===== src/design/mebc_pkg.sv =====
// ----------------------------------------------------------------------------
// mebc_pkg
// Shared widths and constants for the minimum-error boundary cut block.
// ----------------------------------------------------------------------------
`default_nettype none

package mebc_pkg;

    localparam int MAX_SIDE = 64;
    localparam int SIDE_W   = $clog2(MAX_SIDE);
    localparam int CNT_W    = SIDE_W + 1;
    localparam int ADDR_W   = 2 * SIDE_W;
    localparam int DEPTH    = MAX_SIDE * MAX_SIDE;
    localparam int ERR_W    = 18;
    localparam int COST_W   = 24;
    localparam int CFG_IDX_W = 2;
    localparam int CFG_DAT_W = 7;

    localparam logic [CFG_IDX_W-1:0] CFG_DIR    = 2'd0;
    localparam logic [CFG_IDX_W-1:0] CFG_WIDTH  = 2'd1;
    localparam logic [CFG_IDX_W-1:0] CFG_HEIGHT = 2'd2;

    function automatic logic [CNT_W-1:0] clamp_side(input logic [CFG_DAT_W-1:0] v);
        logic [CNT_W-1:0] r;
        if (v == '0) r = CNT_W'(1);
        else if (v > CFG_DAT_W'(MAX_SIDE)) r = CNT_W'(MAX_SIDE);
        else r = CNT_W'(v);
        return r;
    endfunction

endpackage

`default_nettype wire


===== src/design/mebc_sqerr.sv =====
// ----------------------------------------------------------------------------
// mebc_sqerr
// Squared RGB difference of one pixel pair.
// ----------------------------------------------------------------------------
`default_nettype none

module mebc_sqerr (
    input  wire logic [7:0]                  i_a_r,
    input  wire logic [7:0]                  i_a_g,
    input  wire logic [7:0]                  i_a_b,
    input  wire logic [7:0]                  i_b_r,
    input  wire logic [7:0]                  i_b_g,
    input  wire logic [7:0]                  i_b_b,
    output logic [mebc_pkg::ERR_W-1:0]       o_err
);
    import mebc_pkg::*;

    logic [7:0]  d_r, d_g, d_b;
    logic [15:0] s_r, s_g, s_b;

    assign d_r = (i_a_r > i_b_r) ? i_a_r - i_b_r : i_b_r - i_a_r;
    assign d_g = (i_a_g > i_b_g) ? i_a_g - i_b_g : i_b_g - i_a_g;
    assign d_b = (i_a_b > i_b_b) ? i_a_b - i_b_b : i_b_b - i_a_b;
    assign s_r = d_r * d_r;
    assign s_g = d_g * d_g;
    assign s_b = d_b * d_b;
    assign o_err = ERR_W'(s_r) + ERR_W'(s_g) + ERR_W'(s_b);

endmodule

`default_nettype wire


===== config.mk =====
export PLATFORM = sky130hd
export DESIGN_NAME = mebc_sqerr
export DESIGN_NICKNAME = d
export VERILOG_FILES = /design/src/design/mebc_pkg.sv /design/src/design/mebc_sqerr.sv
export SDC_FILE = /design/constraint.sdc
export NUM_CORES = 1
export LEC_CHECK = 0
export BUFFER_PORTS_ARGS = -buffer_cell sky130_fd_sc_hd__buf_4
export CAP_MARGIN = 30
export CORE_MARGIN = 1.5
export CORE_UTILIZATION = 45
export DETAILED_ROUTE_END_ITERATION = 12
export GPL_TIMING_DRIVEN = 0
export PLACE_DENSITY = 0.71
export SLEW_MARGIN = 20
export SYNTH_ARGS = -nofsm -noshare
export SYNTH_HDL_FRONTEND = slang
export SYNTH_SLANG_ARGS = --single-unit

===== constraint.sdc =====
create_clock -name vclk -period 26.6
set_clock_uncertainty 0.15 [all_clocks]
set_input_delay 1.33 -clock vclk [all_inputs]
set_output_delay 1.33 -clock vclk [all_outputs]
set_load 0.01 [all_outputs]

==> results.sh <==
export IMPL_rsz0062_at_grt="false"
export IMPL_dp_cells=1142
export IMPL_grt_usage_pct=17.02
export IMPL_synth_avg_cell_area_um2=8.595
export IMPL_die_y_um=131.2
export IMPL_drt_pass1_iterations=4
export IMPL_vias_per_cell=4.902
export IMPL_critical_path_depth=30
export IMPL_syn_to_final_growth_pct=10.36
export IMPL_ant_nets=0
export IMPL_die_x_um=131.2
export IMPL_num_antenna_cells=0
export IMPL_clkbuf_count=0
export IMPL_drc_errors=0
export IMPL_hold_violations=0
export IMPL_cp_top_family="adder cells"
export IMPL_drt_initial_drc_count=201
export IMPL_max_stage_delay_ns=0.55
export IMPL_cp_slowest_cell="fa_1"
export IMPL_design_seq_count=0
export IMPL_num_nets_final=1239
export IMPL_placement_rows=46
export IMPL_antenna_found_initial=0
export IMPL_drive_gt1_share_pct=10.91
export IMPL_wl_per_cell_um=12.31
export IMPL_io_pins=66
export IMPL_setup_viol=0
export IMPL_core_um2=15940
export IMPL_grt_max_degree=11
export IMPL_grt_pass1_wl_um=24980
export IMPL_wl_met1_um=6132
export IMPL_start_kind="input pin"
export IMPL_dieArea_um2=17200
export IMPL_ctsHoldBuffers=0
export IMPL_wl_met2_um=7475
export IMPL_register_area_um2=0
export IMPL_crit_end="o_err[16]"
export IMPL_port_buffers=66
export IMPL_place_area_um2=8158
export IMPL_tns_ns=0
export IMPL_vias=5598
export IMPL_netlist_instances=860
export IMPL_grt_overflow=0
export IMPL_status="finished clean"
export IMPL_cts_resized=0
export IMPL_crit_required_ns=25.12
export IMPL_fmax_mhz=85.04
export IMPL_start_util_pct=46.37
export IMPL_synth_cell_types=56
export IMPL_min_period_over_period_pct=44.21
export IMPL_layout_cells_non_filler=1142
export IMPL_drv_slew=0
export IMPL_startpoint="i_a_r[0]"
export IMPL_synth_nets=1171
export IMPL_dp_hpwl_um=12850
export IMPL_cp_num_buf_inv=9
export IMPL_yosysWarnings=0
export IMPL_grt_pass1_vias=5626
export IMPL_min_path_type="in2out"
export IMPL_synth_cell_area_um2=7392
export IMPL_routed_top_layer="met4"
export IMPL_fin_area_um2=8158
export IMPL_netlist_top_cells_count="246 x inv_1, 139 x fa_1, 124 x ha_1"
export IMPL_final_util_pct=51.17
export IMPL_wl_met3_um=339
export IMPL_drv_cap=0
export IMPL_cp_max_fo=10
export IMPL_gp_congestion=0.8455
export IMPL_worstSetupPathType="in2out"
export IMPL_post_cts_setup_buffers=0
export IMPL_synth_top_area_share_pct=37.64
export IMPL_end_kind="output port"
export IMPL_cpMostUsedCell="fa_1"
export IMPL_slew_headroom_pct=40.14
export IMPL_synthTopCellsByArea="fa_1 38%, ha_1 21%, inv_1 12%, nor2_1 4.0%, a21oi_1 2.6%"
export IMPL_yosysSeqAreaShare_pct=0
export IMPL_tightestPinTransition_ns=0.8948
export IMPL_fin_crit_ns=11.76
export IMPL_routed_wl_um=14050
export IMPL_arrival_ns=10.28
export IMPL_yosysMostFrequentCell="inv_1"
export IMPL_yosysTopAreaCell="fa_1"
-- kinds of logic after synthesis --
| logic type | count (synthesis) | share of synthesized area, % |
|---|---|---|
| AND/OR/NAND/NOR | 173 | 11.36 |
| adder cells (fa/ha/maj) | 263 | 58.63 |
| buffers and inverters | 265 | 13.61 |
| multiplexers | 19 | 2.640 |
| XOR/XNOR | 35 | 4.350 |
| AO/OA/AOI/OAI | 105 | 9.411 |
-- how the worst min path moves through the flow --
stage / from / to / slack (ns) / cells after the start
global route: i_b_g[0] / o_err[0] / 3.14 / 5
detailed placement: i_b_g[0] / o_err[0] / 3.09 / 5
finish: i_b_g[0] / o_err[0] / 3.09 / 5
floorplan: i_b_r[0] / o_err[0] / 2.86 / 3
global placement: i_b_g[0] / o_err[0] / 3.09 / 5
CTS: i_b_g[0] / o_err[0] / 3.10 / 5
-- metrics by stage --
step	setup WS, ns	hold WS (ns)
after floorplan	16.26	2.858
after global placement	14.88	3.089
after detailed placement	14.86	3.093
after CTS	14.84	3.099
after global routing	14.28	3.141
final	14.84	3.089
-- routing by layer --
metal  GRT usage [%]  up-vias
met1           22.58     2774
met4           1.311        0
met3          0.5787        4
li1                -     2751
met5               0        -
met2           32.01       69
-- final cells by class --
type                            instances  area (um2)
Fill cell                            1544        7785
Multi-Input combinational cell        595        6386
Inverter                              248       930.9
Timing Repair Buffer                   66       495.5
Tap cell                              216       270.3
Buffer                                 17       75.07
-- tightest hold or removal path, stage by stage --
cell,delay (ns)
buf_4,0.08
ha_1,0.16
fa_1,0.17
inv_1,0.04
buf_4,0.13
-- layout by cell type, fill, tap and decap left out, types with 4 or more instances in the layout --
master / n
nand2b_1: 18
nand3_1: 8
xnor2_1: 20
nand2_1: 18
nor3_1: 4
a21oi_1: 38
or2_2: 14
buf_4: 67
clkbuf_1: 10
nor2b_1: 10
fa_1: 139
and3_1: 4
inv_1: 246
o21bai_1: 6
mux2i_1: 17
nor2_1: 79
a31oi_1: 5
a21o_1: 14
o21ai_0: 17
buf_2: 6
ha_1: 124
xor2_1: 13
Power is left out: the tool's default activity adds up to more than one toggle a clock period on the data nets, which glitch-free logic cannot reach.
